--- src/rtl/rrs_pkg.sv ---
// Shared constants, job record type and sequencer states of the round robin scheduler.
`default_nettype none
package rrs_pkg;

    localparam int MAX_JOBS  = 64;
    localparam int JOB_IDX_W = (MAX_JOBS > 1) ? $clog2(MAX_JOBS) : 1;
    localparam int JOB_CNT_W = $clog2(MAX_JOBS + 1);
    localparam int TIME_W    = 16;
    localparam int CLK_W     = 24;
    localparam int NUM_W     = 7;

    localparam logic [TIME_W-1:0] QUANTUM_RESET = 16'd4;

    typedef struct packed {
        logic [TIME_W-1:0] arrival;
        logic [TIME_W-1:0] burst;
        logic [TIME_W-1:0] remaining;
        logic [NUM_W-1:0]  number;
        logic [CLK_W-1:0]  finish;
    } job_rec_t;

    typedef struct packed {
        logic load;
        logic last;
    } out_req_t;

    typedef enum logic [3:0] {
        ST_LOAD,
        ST_SORT_RDI,
        ST_SORT_LDI,
        ST_SORT_RDJ,
        ST_SORT_CMP,
        ST_SORT_WRI,
        ST_SCH_INIT,
        ST_SCH_RD,
        ST_SCH_UPD,
        ST_SCH_END,
        ST_OUT_RD,
        ST_OUT_PUSH
    } rrs_state_t;

endpackage
`default_nettype wire

--- src/rtl/rrs_out_stage.sv ---
// Result register: derives turnaround and waiting times and holds the item until taken.
`default_nettype none
module rrs_out_stage (
    input  wire logic              aclk,
    input  wire logic              aresetn,
    input  wire rrs_pkg::out_req_t req,
    input  wire rrs_pkg::job_rec_t rec,
    output logic                   can_load,
    output logic                   m_valid,
    input  wire logic              m_ready,
    output logic [6:0]             m_job_number,
    output logic [23:0]            m_completion_time,
    output logic [23:0]            m_turnaround_time,
    output logic [23:0]            m_waiting_time,
    output logic                   m_last_result
);
    import rrs_pkg::*;

    logic             valid_reg;
    logic             valid_next;
    logic [CLK_W-1:0] tat;
    logic [CLK_W-1:0] wt;

    assign can_load = !valid_reg || m_ready;

    always_comb begin
        tat = rec.finish - {{(CLK_W-TIME_W){1'b0}}, rec.arrival};
        wt  = tat - {{(CLK_W-TIME_W){1'b0}}, rec.burst};
    end

    always_comb begin
        valid_next = valid_reg;
        if (req.load) begin
            valid_next = 1'b1;
        end else if (m_ready) begin
            valid_next = 1'b0;
        end
    end

    always_ff @(posedge aclk) begin
        if (!aresetn) begin
            valid_reg <= 1'b0;
        end else begin
            valid_reg <= valid_next;
        end
    end

    always_ff @(posedge aclk) begin
        if (req.load) begin
            m_job_number      <= rec.number;
            m_completion_time <= rec.finish;
            m_turnaround_time <= tat;
            m_waiting_time    <= wt;
            m_last_result     <= req.last;
        end
    end

    assign m_valid = valid_reg;

endmodule
`default_nettype wire
--- config.mk ---
export PLATFORM = sky130hd
export DESIGN_NAME = rrs_out_stage
export DESIGN_NICKNAME = d
export VERILOG_FILES = /design/src/rtl/rrs_pkg.sv /design/src/rtl/rrs_out_stage.sv
export SDC_FILE = /design/constraint.sdc
export NUM_CORES = 1
export LEC_CHECK = 0
export ABC_AREA = 1
export ABC_CLOCK_PERIOD_IN_PS = 2810
export BUFFER_PORTS_ARGS = -buffer_cell sky130_fd_sc_hd__buf_2
export CORE_MARGIN = 3
export CORE_UTILIZATION = 40
export DETAILED_ROUTE_END_ITERATION = 8
export PLACE_DENSITY = 0.7
export SYNTH_ARGS = -nofsm -noshare
export SYNTH_HDL_FRONTEND = slang
export SYNTH_SLANG_ARGS = --single-unit
--- constraint.sdc ---
create_clock -name aclk -period 2.81 [get_ports aclk]
set_clock_uncertainty 0.1 [all_clocks]
set_input_delay 0.1405 -clock aclk [delete_from_list [all_inputs] [get_ports aclk]]
set_output_delay 0.1405 -clock aclk [all_outputs]
set_load 0.05 [all_outputs]
==> results.md <==
* ANT nets after route at 0
* Total number of vias at between 4,000 and 5,000
* GRT Overall Usage at slightly above 20%
* Cts bufs inserted at 9
* Drt wl/cell at 13.8 um
* CP Capture Type: flip-flop
* Yosys reg bits at just over 80
* Final Critical Period at about 2700 ps
* Sink Count at between 80 and 90
* DR pass1 iterations at 4
* Startpoint types: primary input
* FFs w/ async S/R, synth at 0%
* Core Box Area at 12,200 um^2
* Die width at approximately 120 um
* Mapped cell area at slightly above 5000 um^2
* Final hold vios at 0
* Sequential area share after synthesis at between 40% and 50%
* Final worst path period share at between 90% and 100%
* Total Wirelength at around 14,000 um
* Initial Util at slightly above 40%
* Comb power frac at ~46%
* Final net count at around 980
* Slew Viols, Final at 0
* Outcome: finished clean
* Synthesized area per cell at 8.98 um^2
* Die height at roughly 120 um
* Setup CP Type: in -> reg
* Worst Tran Pin Value at roughly 1000 ps
* Post-synth EDFFs at 80
* H-tree depth at 3
* Syn Nets at 684
* Int Power at roughly 3.3 mW
* Slowest cell on the critical path: fa_2
* Count of input and output buffers at about 150
* CTS tree: done
* Largest net degree at the start of global routing at 82
* Area grow syn2layout at 55.5%
* Fillers at approximately 1,000
* Most frequent cells in the layout: 148 x buf_2, 121 x nand2_1, 104 x buf_4
* Initial antenna violation count at 0
* First-pass GRT wire length at about 23,000 um
* Layout cell share with drive strength beyond 1 at a little under half
* Clk root buf: clkbuf_16
* Clk network pwr share at 23.2%
* Mapped Cells at about 570
* CTS Buffer Depth at 2
* CP max stage delay at 390 ps
* DR vias/cell at around 4.6
* MaxCap Viol Count at 0
* Power per cell area at around 670 nW/um^2
* Clk_lat worst skew at about 340 ps
* Commonest non-fill, non-tap cell in the layout: buf_2
* VDD IR-drop max at 0.270 mV
* HP Class: in -> reg
* WP data arrival at around 2700 ps
* Most used cell along the critical path: nand2_2
* Cell variety after synth at 32
* Final GP Congestion at a little under 0.9
* Vias in the first global route at between 4,000 and 5,000
* RSZ-0062 raised after global routing: true
* Clk slew on worst S/H paths at 60 ps
* Die area at 14,100 um^2
* Leakage Power at roughly 3.8 nW
* Detailed placement HPWL at between 10,000 and 15,000 um
* FMAX at between 0.3 and 0.4 GHz
* Sw Share at approximately two fifths
* Largest fanout on the critical path at 4
* Congestion Overflow GR at 0
* Required @ worst endpoint at between 2000 and 3000 ps
* Utilization after layout at around 65%
* Most used DFF post-synth: edfxtp_1
* Rel. slew slack at 30.4%
* Final Hold Slack at 78.5 ps
* Number of DRC markers in iteration 0 at 255
* Synth warn at 0
* Sw power at roughly 2.0 mW
* Seq pwr share at between 30% and 40%
* Diodes inserted at 0
* Final setup fails at 0
* Row count at 40
* Residual DRC at 0
* Critical Path, Cell by Cell: buf_2 -> inv_2 -> ha_2 -> inv_1 -> fa_2 -> nand2_2 -> nand2_2 -> nand3_1 -> nand2_2 -> a21oi_2 -> xnor2_2 -> ha_4 -> nand2_2 -> nor2_2 -> nand3_1 -> o21ai_2 -> nand2_2 -> nand3_1 -> nand2_1 -> nand2_1 -> inv_1
* IO Pins at 166
==> power groups by stage <==
stage / clock, mW / sequential, mW / combinational (mW)
global route: 1.31 / 1.64 / 2.61
finish: 1.22 / 1.62 / 2.44
CTS: 1.25 / 1.63 / 2.21
global placement: 0 / 1.65 / 2.14
detailed placement: 0 / 1.65 / 2.16
floorplan: 0 / 2.32 / 0.700
==> registers in the layout, summed over array words and instances (netlist names) <==
signal / count
m_last_result: 1
m_completion_time: 24
m_job_number: 7
m_turnaround_time: 24
m_waiting_time: 24
m_valid: 1
==> per-layer routing <==
metal	vias up	track usage, %	wire (um)
met3	13	5.74	837
met2	153	35.1	7320
li1	2404	-	-
met5	-	0	0
met1	2193	24.2	6010
met4	0	5.50	163
==> layout make-up <==
cell class | count | area, um^2 | area share, %
Multi-Input combinational cell | 369 | 2650 | 33.6
Sequential cell | 81 | 2420 | 30.7
Timing Repair Buffer | 286 | 1860 | 23.6
Inverter | 115 | 432 | 5.47
Clock buffer | 9 | 225 | 2.86
Tap cell | 168 | 210 | 2.66
Clock inverter | 7 | 85.1 | 1.08
==> critical path: cells and delay by family <==
family          cells  cell delay, ps
xor+xnor            1             130
compound gates      2             440
simple gates       11             930
buf+inv             4             240
fa+ha+maj           3             850
==> worst paths after layout <==
kind                        start                           end  slack [ps]  depth (start not counted)
max                        rec[0]  m_waiting_time[23]$_DFFE_PP_          80                         21
min                       rec[47]   m_waiting_time[0]$_DFFE_PP_          80                          3
max reg2reg  m_valid$_SDFFE_PN0P_          m_valid$_SDFFE_PN0P_        1580                          3
min reg2reg  m_valid$_SDFFE_PN0P_          m_valid$_SDFFE_PN0P_         940                          3
==> cells by family (layout without fill, tap and decap cells) <==
| family | count (synthesis) | in the layout | share of synthesized area (%) |
|---|---|---|---|
| flip-flops | 81 | 81 | 47.7 |
| XOR/XNOR | 34 | 34 | 5.87 |
| adder cells (fa/ha/maj) | 35 | 35 | 8.93 |
| AO/OA/AOI/OAI | 47 | 47 | 5.01 |
| buffers and inverters | 115 | 417 | 8.51 |
| AND/OR/NAND/NOR | 253 | 253 | 23.9 |
==> cells in the mapped netlist, types with 2 or more instances <==
cell | n | area (um^2)
nand2_1 | 131 | 492
inv_1 | 102 | 383
edfxtp_1 | 80 | 2400
nor2_1 | 35 | 131
ha_1 | 33 | 413
nand3_1 | 28 | 140
a21oi_1 | 26 | 130
xor2_1 | 26 | 228
nand2_2 | 22 | 138
inv_2 | 13 | 48.8
nor2_2 | 9 | 56.3
o21ai_0 | 9 | 45.0
xnor2_1 | 8 | 70.1
nand4_1 | 7 | 43.8
nand3_2 | 5 | 50.1
nand2_4 | 4 | 45.0
nor2_4 | 4 | 45.0
o21ai_1 | 4 | 20.0
a31oi_1 | 3 | 18.8
a21oi_2 | 2 | 17.5
fa_1 | 2 | 40.0
nor3_2 | 2 | 20.0
==> per-stage QoR <==
step           total power, mW  TNS, ps  std cells  area, um^2  worst slack (ps)
3_3_place_gp              3.78    -3980        980        6780              -437
2_1_floorplan             3.02        0        565        5080              28.2
3_5_place_dp              3.81    -4140        980        6780              -435
4_1_cts                   5.09        0       1030        7450              6.53
6_report                  5.29        0       1035        7890              77.8
5_1_grt                   5.56     -128       1035        7890             -37.0
==> timing repair <==
action / in CTS / in global routing
hold buffers: 34 / 0
pin swaps: 2 / 27
hold endpoints to repair: 33 / 0
endpoints found under the setup margin: 5 / 13
gates resized for setup: 6 / 69
buffers inserted: 0 / 5
No activity file was read; power rests on OpenSTA's default activity.
