File: config.mk
export PLATFORM = sky130hd
export DESIGN_NAME = rrs_job_ram
export DESIGN_NICKNAME = d
export VERILOG_FILES = /design/src/rtl/rrs_job_ram.sv
export SDC_FILE = /design/constraint.sdc
export NUM_CORES = 1
export LEC_CHECK = 0
export ABC_AREA = 1
export BUFFER_PORTS_ARGS = -buffer_cell sky130_fd_sc_hd__buf_2
export CAP_MARGIN = 15
export CORE_MARGIN = 2
export CORE_UTILIZATION = 40
export CTS_CLUSTER_SIZE = 10
export DETAILED_ROUTE_END_ITERATION = 16
export HOLD_SLACK_MARGIN = 0.1
export SLEW_MARGIN = 20
export SYNTH_ARGS = -nofsm -noshare
export SYNTH_HDL_FRONTEND = slang
export SYNTH_SLANG_ARGS = --single-unit
File: constraint.sdc
create_clock -name aclk -period 2.05 [get_ports aclk]
set_input_delay 0.205 -clock aclk [delete_from_list [all_inputs] [get_ports aclk]]
set_output_delay 0.205 -clock aclk [all_outputs]
set_load 0.02 [all_outputs]
File: src/rtl/rrs_job_ram.sv
// Generic single write, single read RAM with a registered read port.
`default_nettype none
module rrs_job_ram #(
    parameter int WIDTH = 8,
    parameter int DEPTH = 64,
    localparam int AW = (DEPTH > 1) ? $clog2(DEPTH) : 1
) (
    input  wire logic             aclk,
    input  wire logic             wr_en,
    input  wire logic [AW-1:0]    wr_addr,
    input  wire logic [WIDTH-1:0] wr_data,
    input  wire logic [AW-1:0]    rd_addr,
    output logic      [WIDTH-1:0] rd_data
);

    logic [WIDTH-1:0] mem [DEPTH];

    always_ff @(posedge aclk) begin
        if (wr_en) begin
            mem[wr_addr] <= wr_data;
        end
    end

    always_ff @(posedge aclk) begin
        rd_data <= mem[rd_addr];
    end

endmodule
`default_nettype wire

==> results of run 1 <==
## sequential cells by signal (all words and copies together), names as in the netlist
register,count
mem,512
rd_data,8
## layer usage
metal,track usage,vias to the layer above,routed length (microns)
li1,-,6522,-
met1,0.281,6806,24000
met2,0.308,541,25400
met3,0.0409,79,4510
met4,0.0577,6,1200
met5,0,-,43
## power groups by stage
stage / sequential (W) / combinational [W] / clock, W
final: 0.0118 / 0.00147 / 0.00906
after global routing: 0.0118 / 0.00160 / 0.00960
after CTS: 0.0118 / 0.00147 / 0.00920
after detailed placement: 0.0120 / 0.00146 / 0
after global placement: 0.0120 / 0.00145 / 0
after floorplan: 0.0120 / 0.000827 / 0
## Yosys cell counts
master,number
inv_2,1
nor2_1,56
buf_2,37
inv_6,1
buf_8,2
buf_6,35
nand2_1,648
buf_4,14
dfxtp_1,8
nand4_1,9
edfxtp_1,512
nor4_1,8
inv_1,10
buf_1,10
nand3_1,439
clkbuf_1,15
## stage by stage
stage,worst slack (ns),power (W)
after floorplan,0.0789,0.0129
after global placement,0.176,0.0135
after detailed placement,0.110,0.0135
after CTS,0.547,0.0225
after global routing,0.539,0.0230
final,0.580,0.0223
## cell families after synthesis
group,after synthesis
DFF,520
buffers and inverters,125
and+or+nand+nor,1160
## worst paths after layout
| check | from | endpoint | slack (ns) | cells past startpoint |
|---|---|---|---|---|
| worst max-delay path | rd_data[2]$_DFF_P_ | rd_data[2] | 0.58 | 1 |
| worst min-delay path | wr_data[7] | mem[48][7]$_DFFE_PP_ | 0.1 | 2 |
| worst max register to register | mem[43][6]$_DFFE_PP_ | rd_data[6]$_DFF_P_ | 0.61 | 8 |
| worst min register to register | mem[62][0]$_DFFE_PP_ | rd_data[0]$_DFF_P_ | 0.82 | 8 |
## area by class of cell
cell class | count | area (sq um)
Clock inverter | 3 | 17.5
Fill cell | 4742 | 28400
Clock buffer | 74 | 1540
Timing Repair Buffer | 150 | 1310
Multi-Input combinational cell | 1160 | 4950
Sequential cell | 520 | 15500
Inverter | 12 | 52.6
Antenna cell | 3 | 7.51
Tap cell | 688 | 861
==> run_summary.xml, run 1 <==
<?xml version="1.0" encoding="UTF-8"?>
<metrics>
  <group name="run_status">
    <metric name="outcome" unit="">completed</metric>
  </group>
  <group name="route">
    <metric name="wl_per_cell" unit="microns">21.1</metric>
    <metric name="num_vias" unit="">14000</metric>
    <metric name="route.final.wire_length" unit="mm">55.2</metric>
    <metric name="route.detailed.vias_per_inst" unit="">5.35</metric>
    <metric name="drt-initial-drc-count" unit="">1791</metric>
    <metric name="detail_route.drc_violations" unit="">0</metric>
    <metric name="drtPass1Iterations" unit="">5</metric>
    <metric name="ant_nets" unit="">0</metric>
  </group>
  <group name="cts">
    <metric name="clock_pin_slew_on_the_worst_setup_and_hold_paths" unit="ns">0.06</metric>
    <metric name="cts_buffers" unit="">58</metric>
    <metric name="cts.root.buffer_cell" unit="">clkbuf_16</metric>
    <metric name="cts_max_level" unit="">2</metric>
    <metric name="clock_sink_count" unit="">520</metric>
    <metric name="clk_path_buf_depth" unit="">3</metric>
    <metric name="post_cts_hold_fix_bufs" unit="">2</metric>
    <metric name="post_cts.repair.setup_buffers" unit="">0</metric>
    <metric name="post_cts_resize_count" unit="">0</metric>
    <metric name="cts_tree" unit="">yes</metric>
    <metric name="clock_insertion_delay_worst_skew" unit="ns">0.61</metric>
  </group>
  <group name="die">
    <metric name="num_rows" unit="">84</metric>
    <metric name="design.die.area" unit="sq um">55200</metric>
    <metric name="floorplan.die.width" unit="microns">235</metric>
    <metric name="io_pins" unit="">30</metric>
    <metric name="die_height" unit="microns">235</metric>
    <metric name="core_footprint" unit="sq um">52700</metric>
    <metric name="initial_util" unit="">0.405</metric>
  </group>
  <group name="worst_setup_path">
    <metric name="cpMaxStageDelayCell" unit="">dfxtp_1</metric>
    <metric name="timing.critical_path.max_delay_family" unit="">flip-flops</metric>
    <metric name="critPathBufInv" unit="">1</metric>
    <metric name="worst-endpoint-arrival" unit="ns">1.26</metric>
    <metric name="timing.critical_path.to_type" unit="">output pin</metric>
    <metric name="cpPeakStageDelay" unit="ns">0.44</metric>
    <metric name="cp_max_fo" unit="">1</metric>
    <metric name="path_cells" unit="">buf_2</metric>
    <metric name="timing.setup.critical_path_class" unit="">reg -&gt; out</metric>
    <metric name="timing.critical_path.from_type" unit="">flip-flop</metric>
    <metric name="required_worst_endpoint" unit="ns">1.85</metric>
  </group>
  <group name="logic_synthesis">
    <metric name="syn-num-nets" unit="">1827</metric>
    <metric name="post_synth_num_cell_types" unit="">16</metric>
    <metric name="syn_area" unit="sq um">21300</metric>
    <metric name="synth_area_leaders" unit="">edfxtp_1 72%, nand2_1 11%, nand3_1 10%</metric>
    <metric name="synth_area_in_xor_xnor" unit="">0</metric>
    <metric name="synth_warnings" unit="">0</metric>
    <metric name="muxShareOfSynthArea" unit="">0</metric>
    <metric name="synth_top_cell_by_area" unit="">edfxtp_1</metric>
    <metric name="post-synth-top-area-fraction" unit="">0.720</metric>
    <metric name="postSynthCellCount" unit="">1805</metric>
    <metric name="synth_compound_area_frac" unit="">0</metric>
    <metric name="post_synth_and_or_nand_nor_area_fraction" unit="">0.232</metric>
    <metric name="synth.yosys.seq_area_share" unit="">0.728</metric>
    <metric name="ys_seq_elements" unit="">520</metric>
    <metric name="synth_top_family_by_area" unit="">simple AND/OR/NAND/NOR gates</metric>
    <metric name="post_synth_fa_ha_maj_area_fraction" unit="">0</metric>
    <metric name="synthesis.area_per_instance" unit="sq um">11.8</metric>
  </group>
  <group name="cells_and_area">
    <metric name="final_core_utilization" unit="">0.461</metric>
    <metric name="layout_common_cells" unit="">648 x nand2_1, 512 x edfxtp_1, 439 x nand3_1</metric>
    <metric name="final_layout_size_suffix_gt1_frac" unit="">0.111</metric>
    <metric name="syn2layout_area_growth" unit="%">13.7</metric>
    <metric name="final_common_cell" unit="">nand2_1</metric>
    <metric name="finish.cell_count_without_fillers" unit="">2610</metric>
    <metric name="fin_nets" unit="">1924</metric>
    <metric name="finish.instance_area" unit="sq um">24300</metric>
  </group>
  <group name="grt">
    <metric name="grt_usage" unit="">0.198</metric>
    <metric name="grt_first_pass_wirelength" unit="mm">83.9</metric>
    <metric name="grt_start_max_net_pins" unit="">81</metric>
    <metric name="first_global_vias" unit="">13600</metric>
    <metric name="antenna_found_initial" unit="">4</metric>
    <metric name="overflow" unit="">0</metric>
  </group>
  <group name="power">
    <metric name="clock_power_share" unit="">0.406</metric>
    <metric name="power_density" unit="nW/um^2">920</metric>
    <metric name="p_leak" unit="nW">8.84</metric>
    <metric name="switching_power" unit="W">0.00501</metric>
    <metric name="internal_power" unit="W">0.0173</metric>
    <metric name="vdd.ir_drop.worst" unit="mV">0.592</metric>
    <metric name="p_comb_frac" unit="">0.066</metric>
    <metric name="power.share.sequential" unit="">0.529</metric>
    <metric name="sw_share" unit="">0.224</metric>
  </group>
  <group name="worst_hold_path">
    <metric name="min_path_type" unit="">in -&gt; reg</metric>
  </group>
  <group name="timing">
    <metric name="timing.final.hold_violations" unit="">0</metric>
    <metric name="max_slew_margin" unit="">0.517</metric>
    <metric name="worst_slew_pin_slew" unit="ns">0.724</metric>
    <metric name="final-max-slew-violation-count" unit="">0</metric>
    <metric name="finalCriticalPeriod" unit="ns">1.47</metric>
    <metric name="final.setup.tns" unit="ns">0</metric>
    <metric name="clock.fmax" unit="MHz">680</metric>
    <metric name="clock-skew-final" unit="ns">0.0179</metric>
    <metric name="grt_setup_unrepaired" unit="">false</metric>
    <metric name="worst_hold_slack" unit="ns">0.0995</metric>
    <metric name="min_period_over_period" unit="">0.717</metric>
    <metric name="setup_viol" unit="">0</metric>
  </group>
  <group name="place">
    <metric name="finalWeightedCongestion" unit="">0.840</metric>
    <metric name="quantity_of_i_o_buffers_inserted_on_ports" unit="">29</metric>
    <metric name="placement.cell_area" unit="sq um">22700</metric>
    <metric name="hpwlAfterDp" unit="mm">32.1</metric>
    <metric name="dp_cells" unit="">2528</metric>
  </group>
  <group name="flow_run">
    <metric name="maxCapViolations" unit="">0</metric>
  </group>
</metrics>
(Power assumes the default switching activity.)
==> run 2, diff against run 1 <==
- clock period: 2.05 -> 1.3 ns (I/O delays scaled with it)
==> run_summary.xml, run 2 (synthesized netlist as in run 1, its figures left out) <==
<?xml version="1.0" encoding="UTF-8"?>
<metrics>
  <group name="timing">
    <metric name="setup_viol" unit="">0</metric>
    <metric name="clock.fmax" unit="MHz">774</metric>
    <metric name="max_slew_margin" unit="">0.458</metric>
    <metric name="clock-skew-final" unit="ns">0.0128</metric>
    <metric name="min_period_over_period" unit="">0.994</metric>
    <metric name="worst_slew_pin_slew" unit="ns">0.811</metric>
    <metric name="final.setup.tns" unit="ns">0</metric>
    <metric name="finalCriticalPeriod" unit="ns">1.29</metric>
    <metric name="final-max-slew-violation-count" unit="">0</metric>
    <metric name="grt_setup_unrepaired" unit="">true</metric>
    <metric name="timing.final.hold_violations" unit="">0</metric>
  </group>
  <group name="cells_and_area">
    <metric name="top_register" unit="">mem</metric>
    <metric name="final-seq-area" unit="sq um">15500</metric>
    <metric name="final_layout_size_suffix_gt1_frac" unit="">0.172</metric>
    <metric name="fillers" unit="">4553</metric>
    <metric name="max_reg_flops" unit="">512</metric>
    <metric name="final_common_cell" unit="">nand2_1</metric>
    <metric name="reg.largest.list" unit="">mem x512, rd_data x8</metric>
    <metric name="multi_input_comb_area" unit="sq um">5390</metric>
    <metric name="syn2layout_area_growth" unit="%">20.2</metric>
    <metric name="fin_nets" unit="">1980</metric>
    <metric name="antenna_cells" unit="">0</metric>
    <metric name="finish.cell_count_without_fillers" unit="">2673</metric>
    <metric name="layout_common_cells" unit="">640 x nand2_1, 512 x edfxtp_1, 417 x nand3_1</metric>
  </group>
  <group name="route">
    <metric name="detail_route.drc_violations" unit="">0</metric>
    <metric name="drtPass1Iterations" unit="">5</metric>
    <metric name="ant_nets" unit="">0</metric>
    <metric name="drt-initial-drc-count" unit="">1309</metric>
    <metric name="wl_per_cell" unit="microns">20.4</metric>
    <metric name="route.final.wire_length" unit="mm">54.5</metric>
    <metric name="route.detailed.vias_per_inst" unit="">5.26</metric>
    <metric name="num_vias" unit="">14100</metric>
  </group>
  <group name="grt">
    <metric name="grt_start_max_net_pins" unit="">65</metric>
    <metric name="overflow" unit="">0</metric>
    <metric name="antenna_found_initial" unit="">1</metric>
    <metric name="grt_first_pass_wirelength" unit="mm">83.4</metric>
    <metric name="grt_usage" unit="">0.197</metric>
    <metric name="first_global_vias" unit="">13900</metric>
  </group>
  <group name="die">
    <metric name="core_footprint" unit="sq um">52700</metric>
    <metric name="design.die.area" unit="sq um">55200</metric>
    <metric name="io_pins" unit="">30</metric>
    <metric name="die_height" unit="microns">235</metric>
    <metric name="num_rows" unit="">84</metric>
    <metric name="initial_util" unit="">0.405</metric>
    <metric name="floorplan.die.width" unit="microns">235</metric>
  </group>
  <group name="worst_setup_path">
    <metric name="timing.setup.critical_path_class" unit="">reg -&gt; out</metric>
    <metric name="timing.critical_path.from_type" unit="">flip-flop</metric>
    <metric name="worst-endpoint-arrival" unit="ns">1.16</metric>
    <metric name="cpMaxStageDelayCell" unit="">dfxtp_2</metric>
    <metric name="cpPeakStageDelay" unit="ns">0.39</metric>
    <metric name="timing.critical_path.max_delay_family" unit="">flip-flops</metric>
    <metric name="timing.critical_path.to_type" unit="">output pin</metric>
    <metric name="required_worst_endpoint" unit="ns">1.17</metric>
    <metric name="critPathBufInv" unit="">1</metric>
    <metric name="path_cells" unit="">buf_4</metric>
    <metric name="rr_worst_depth" unit="">8</metric>
    <metric name="critical_path_depth" unit="">1</metric>
    <metric name="r2r-start" unit="">mem[54][5]$_DFFE_PP_</metric>
    <metric name="cp_max_fo" unit="">1</metric>
    <metric name="endpoint_of_the_worst_slack_reg_to_reg_timing_path" unit="">rd_data[5]$_DFF_P_</metric>
    <metric name="worst-r2r-setup-slack" unit="ns">0.05</metric>
  </group>
  <group name="place">
    <metric name="quantity_of_i_o_buffers_inserted_on_ports" unit="">29</metric>
    <metric name="hpwlAfterDp" unit="mm">34.2</metric>
    <metric name="finalWeightedCongestion" unit="">0.895</metric>
    <metric name="dp_cells" unit="">2577</metric>
  </group>
  <group name="worst_hold_path">
    <metric name="min_delay_path_depth" unit="">5</metric>
    <metric name="min_to" unit="">rd_data[7]$_DFF_P_</metric>
    <metric name="min_path_type" unit="">in -&gt; reg</metric>
    <metric name="worst_hold_startpoint" unit="">rd_addr[4]</metric>
  </group>
  <group name="power">
    <metric name="p_leak" unit="nW">9.28</metric>
    <metric name="vdd.ir_drop.worst" unit="mV">0.975</metric>
    <metric name="power_density" unit="nW/um^2">1390</metric>
  </group>
  <group name="cts">
    <metric name="post_cts.repair.setup_buffers" unit="">0</metric>
    <metric name="cts_tree" unit="">yes</metric>
    <metric name="cts_max_level" unit="">2</metric>
    <metric name="clock_insertion_delay_worst_skew" unit="ns">0.62</metric>
    <metric name="clock_sink_count" unit="">520</metric>
    <metric name="clock_pin_slew_on_the_worst_setup_and_hold_paths" unit="ns">0.05</metric>
    <metric name="cts_buffers" unit="">58</metric>
    <metric name="clk_path_buf_depth" unit="">3</metric>
    <metric name="cts.root.buffer_cell" unit="">clkbuf_16</metric>
  </group>
  <group name="flow_run">
    <metric name="maxCapViolations" unit="">0</metric>
  </group>
  <group name="run_status">
    <metric name="outcome" unit="">completed</metric>
  </group>
</metrics>
-- run 2: cell count changes in the layout (fill, tap and decap cells not counted), moves of 6 or more --
cell / delta
nor2_1: -34
buf_12: +33
nor2_4: +27
nand3_1: -22
buf_4: +19
nand3_2: +19
clkbuf_1: +11
nand2_1: -8
nand2_2: +8
nor4_1: -8
dlygate4sd3_1: +7
nor2_2: +7
nor4_2: +6
-- run 2: power breakdown --
group          internal [W]  leakage (nW)  switching, W
Combinational      0.000900          3.83       0.00181
Clock               0.00830         0.774       0.00614
Sequential           0.0186          4.67     0.0000604
-- run 2: worst max-delay path by stage --
| stage | from | end | slack [ns] |
|---|---|---|---|
| finish | rd_data[7]$_DFF_P_ | rd_data[7] | 0.007 |
| global route | mem[23][6]$_DFFE_PP_ | rd_data[6]$_DFF_P_ | -0.04 |
| CTS | rd_data[1]$_DFF_P_ | rd_data[1] | 0.0002 |
| detailed placement | rd_addr[0] | rd_data[6]$_DFF_P_ | -0.42 |
| global placement | rd_addr[0] | rd_data[5]$_DFF_P_ | -0.40 |
| floorplan | wr_en | mem[48][0]$_DFFE_PP_ | -0.38 |
-- run 2: layout make-up --
cell class / count / area share
clock buffers: 83 / 0.0603
clock inverters: 4 / 0.00249
inverters: 12 / 0.00278
multi-input cells: 1160 / 0.210
flip-flops and latches: 520 / 0.606
well taps: 688 / 0.0336
repair buffers: 206 / 0.0847
-- run 2: what timing repair did --
item                       CTS  global route
setup endpoints to repair    8             9
resized for setup           17            25
hold buffers                 9             0
hold endpoints to repair   479             0
pin swaps                    0             4
-- run 2: per-stage QoR --
stage	setup WS (ns)	hold WS [ns]	instance area (sq um)	utilization	total power, W
after floorplan	-0.383	0.229	21700	-	0.0204
after global placement	-0.399	0.487	23800	0.452	0.0216
after detailed placement	-0.420	0.496	23800	0.452	0.0216
after CTS	0.000154	0.119	25500	0.485	0.0360
after global routing	-0.0398	0.161	25600	0.487	0.0369
final	0.00717	0.171	25600	0.487	0.0358
-- run 2: tightest hold or removal path, stage by stage --
cell and delay [ns]:
buf_2 0.16, buf_12 0.18, nand3_2 0.12, nand3_1 0.07, nand2_1 0.07
-- run 2: per-layer routing --
metal / GRT usage / up-vias / share of wire
met3: 0.0408 / 101 / 0.075
met2: 0.312 / 447 / 0.46
met5: 0 / - / 0.00020
met1: 0.272 / 6838 / 0.43
met4: 0.0673 / 2 / 0.029
li1: - / 6664 / -
==> run 3, diff against run 2 <==
- CORE_UTILIZATION: 40 -> 50
- PLACE_DENSITY: default -> 0.68
==> run_summary.xml, run 3 (synthesized netlist as in run 1, its figures left out) <==
<?xml version="1.0" encoding="UTF-8"?>
<metrics>
  <group name="power">
    <metric name="p_comb_frac" unit="">0.073</metric>
    <metric name="power_density" unit="nW/um^2">1420</metric>
    <metric name="power.share.sequential" unit="">0.525</metric>
    <metric name="internal_power" unit="W">0.0276</metric>
    <metric name="sw_share" unit="">0.221</metric>
    <metric name="clock_power_share" unit="">0.402</metric>
    <metric name="p_leak" unit="nW">9.09</metric>
    <metric name="power" unit="W">0.0355</metric>
    <metric name="switching_power" unit="W">0.00783</metric>
    <metric name="vdd.ir_drop.worst" unit="mV">1.13</metric>
  </group>
  <group name="place">
    <metric name="post_placement_setup_slack" unit="ns">-0.340</metric>
    <metric name="hpwlAfterDp" unit="mm">31.0</metric>
    <metric name="finalWeightedCongestion" unit="">0.880</metric>
    <metric name="quantity_of_i_o_buffers_inserted_on_ports" unit="">29</metric>
  </group>
  <group name="cts">
    <metric name="cts_buffers" unit="">58</metric>
    <metric name="cts.root.buffer_cell" unit="">clkbuf_16</metric>
    <metric name="clock_pin_slew_on_the_worst_setup_and_hold_paths" unit="ns">0.05</metric>
    <metric name="cts_tree" unit="">yes</metric>
    <metric name="cts_max_level" unit="">2</metric>
    <metric name="clock_sink_count" unit="">520</metric>
    <metric name="clk_path_buf_depth" unit="">3</metric>
    <metric name="clock_insertion_delay_worst_skew" unit="ns">0.61</metric>
  </group>
  <group name="cells_and_area">
    <metric name="final_layout_size_suffix_gt1_frac" unit="">0.155</metric>
    <metric name="final_core_utilization" unit="">0.596</metric>
    <metric name="reg.largest.list" unit="">mem x512, rd_data x8</metric>
    <metric name="fin_nets" unit="">1949</metric>
    <metric name="syn2layout_area_growth" unit="%">17.4</metric>
    <metric name="final_common_cell" unit="">nand2_1</metric>
    <metric name="max_reg_flops" unit="">512</metric>
    <metric name="fillers" unit="">3260</metric>
    <metric name="top_register" unit="">mem</metric>
    <metric name="layout_common_cells" unit="">645 x nand2_1, 512 x edfxtp_1, 420 x nand3_1</metric>
  </group>
  <group name="grt">
    <metric name="grt_first_pass_wirelength" unit="mm">78.7</metric>
    <metric name="first_global_vias" unit="">13700</metric>
    <metric name="grt_usage" unit="">0.236</metric>
    <metric name="antenna_found_initial" unit="">0</metric>
    <metric name="grt_start_max_net_pins" unit="">65</metric>
    <metric name="overflow" unit="">0</metric>
  </group>
  <group name="route">
    <metric name="num_vias" unit="">14000</metric>
    <metric name="drtPass1Iterations" unit="">5</metric>
    <metric name="wl_per_cell" unit="microns">20.6</metric>
    <metric name="detail_route.drc_violations" unit="">0</metric>
    <metric name="route.detailed.vias_per_inst" unit="">5.63</metric>
    <metric name="ant_nets" unit="">0</metric>
    <metric name="drt-initial-drc-count" unit="">1601</metric>
    <metric name="route.final.wire_length" unit="mm">51.3</metric>
  </group>
  <group name="die">
    <metric name="num_rows" unit="">75</metric>
    <metric name="core_footprint" unit="sq um">42000</metric>
    <metric name="floorplan.die.width" unit="microns">211</metric>
    <metric name="io_pins" unit="">30</metric>
    <metric name="die_height" unit="microns">211</metric>
    <metric name="design.die.area" unit="sq um">44300</metric>
    <metric name="initial_util" unit="">0.508</metric>
  </group>
  <group name="worst_setup_path">
    <metric name="path_cells" unit="">buf_2</metric>
    <metric name="timing.critical_path.from_type" unit="">flip-flop</metric>
    <metric name="timing.setup.critical_path_class" unit="">reg -&gt; out</metric>
    <metric name="critPathBufInv" unit="">1</metric>
    <metric name="worst-r2r-setup-slack" unit="ns">0.05</metric>
    <metric name="timing.critical_path.to_type" unit="">output pin</metric>
    <metric name="cpMaxStageDelayCell" unit="">dfxtp_1</metric>
    <metric name="r2r-start" unit="">mem[63][7]$_DFFE_PP_</metric>
    <metric name="required_worst_endpoint" unit="ns">1.17</metric>
    <metric name="timing.critical_path.max_delay_family" unit="">flip-flops</metric>
    <metric name="cp_max_fo" unit="">1</metric>
    <metric name="endpoint_of_the_worst_slack_reg_to_reg_timing_path" unit="">rd_data[7]$_DFF_P_</metric>
    <metric name="cpPeakStageDelay" unit="ns">0.36</metric>
    <metric name="rr_worst_depth" unit="">8</metric>
    <metric name="critical_path_depth" unit="">1</metric>
    <metric name="worst-endpoint-arrival" unit="ns">1.15</metric>
  </group>
  <group name="flow_run">
    <metric name="maxCapViolations" unit="">0</metric>
  </group>
  <group name="worst_hold_path">
    <metric name="min_path_type" unit="">in -&gt; reg</metric>
    <metric name="min_delay_path_depth" unit="">6</metric>
    <metric name="min_to" unit="">rd_data[6]$_DFF_P_</metric>
    <metric name="worst_hold_startpoint" unit="">rd_addr[3]</metric>
  </group>
  <group name="timing">
    <metric name="min_period_over_period" unit="">0.982</metric>
    <metric name="max_slew_margin" unit="">0.549</metric>
    <metric name="clock.fmax" unit="MHz">783</metric>
    <metric name="worst_slew_pin_slew" unit="ns">0.674</metric>
    <metric name="final-max-slew-violation-count" unit="">0</metric>
    <metric name="fin_ws" unit="ns">0.0233</metric>
    <metric name="clock-skew-final" unit="ns">0.0140</metric>
    <metric name="finalCriticalPeriod" unit="ns">1.28</metric>
    <metric name="setup_viol" unit="">0</metric>
    <metric name="timing.final.hold_violations" unit="">0</metric>
    <metric name="final.setup.tns" unit="ns">0</metric>
  </group>
  <group name="run_status">
    <metric name="outcome" unit="">completed</metric>
  </group>
</metrics>
run 3: cell count changes in the layout (fill, tap and decap cells not counted), sizes merged:
cell / previous run / this run
diode: 0 / 1
clkbuf: 84 / 82
bufinv: 1 / 0
dlygate4sd3: 9 / 10
inv: 13 / 12
clkinvlp: 1 / 2
buf: 196 / 165
run 3: worst reg2reg max path: cells and delay by family (launching register included):
| family | cells | cell delay (ns) |
|---|---|---|
| flip-flops | 1 | 0.35 |
| AND/OR/NAND/NOR | 8 | 0.79 |
run 3: how the worst max path moves through the flow:
stage	start	endpoint	slack [ns]
2_1_floorplan	wr_en	mem[48][0]$_DFFE_PP_	-0.38
3_3_place_gp	rd_addr[0]	rd_data[1]$_DFF_P_	-0.27
3_5_place_dp	rd_addr[0]	rd_data[1]$_DFF_P_	-0.34
4_1_cts	rd_data[1]$_DFF_P_	rd_data[1]	0.002
5_1_grt	mem[48][7]$_DFFE_PP_	rd_data[7]$_DFF_P_	-0.03
6_report	rd_data[7]$_DFF_P_	rd_data[7]	0.02
run 3: cell type report:
class / count / area [sq um] / share of cell area
Tap cell: 539 / 674 / 0.0269
Clock inverter: 3 / 20.0 / 0.000799
Antenna cell: 1 / 2.50 / 0.0000999
Timing Repair Buffer: 175 / 1840 / 0.0735
Sequential cell: 520 / 15500 / 0.620
Inverter: 12 / 71.3 / 0.00285
Multi-Input combinational cell: 1160 / 5340 / 0.213
Clock buffer: 82 / 1570 / 0.0628
run 3: stage by stage:
step,hold WS (ns),cell area [sq um],cells
floorplan,0.229,21700,1805
global placement,0.491,23200,2396
detailed placement,0.488,23200,2396
CTS,0.136,25000,2491
global route,0.184,25100,2491
finish,0.167,25100,2492
run 3: repair_timing:
| item | in CTS | in global routing |
|---|---|---|
| gates resized for setup | 8 | 24 |
| hold buffers | 10 | 0 |
| endpoints found under the hold margin | 467 | 0 |
| setup buffers | 0 | 0 |
| setup endpoints to repair | 8 | 11 |
| pin swaps | 0 | 1 |
run 3: power groups by stage:
stage | clock network [W] | logic [W] | registers, W
6_report | 0.0142 | 0.00259 | 0.0186
5_1_grt | 0.0150 | 0.00282 | 0.0186
4_1_cts | 0.0144 | 0.00255 | 0.0186
3_5_place_dp | 0 | 0.00250 | 0.0190
3_3_place_gp | 0 | 0.00246 | 0.0190
2_1_floorplan | 0 | 0.00139 | 0.0190
run 3: metal layers:
metal | track usage | part of all wire
met5 | 0 | 0
met4 | 0.0712 | 0.026
met3 | 0.0530 | 0.088
met2 | 0.374 | 0.47
met1 | 0.329 | 0.42
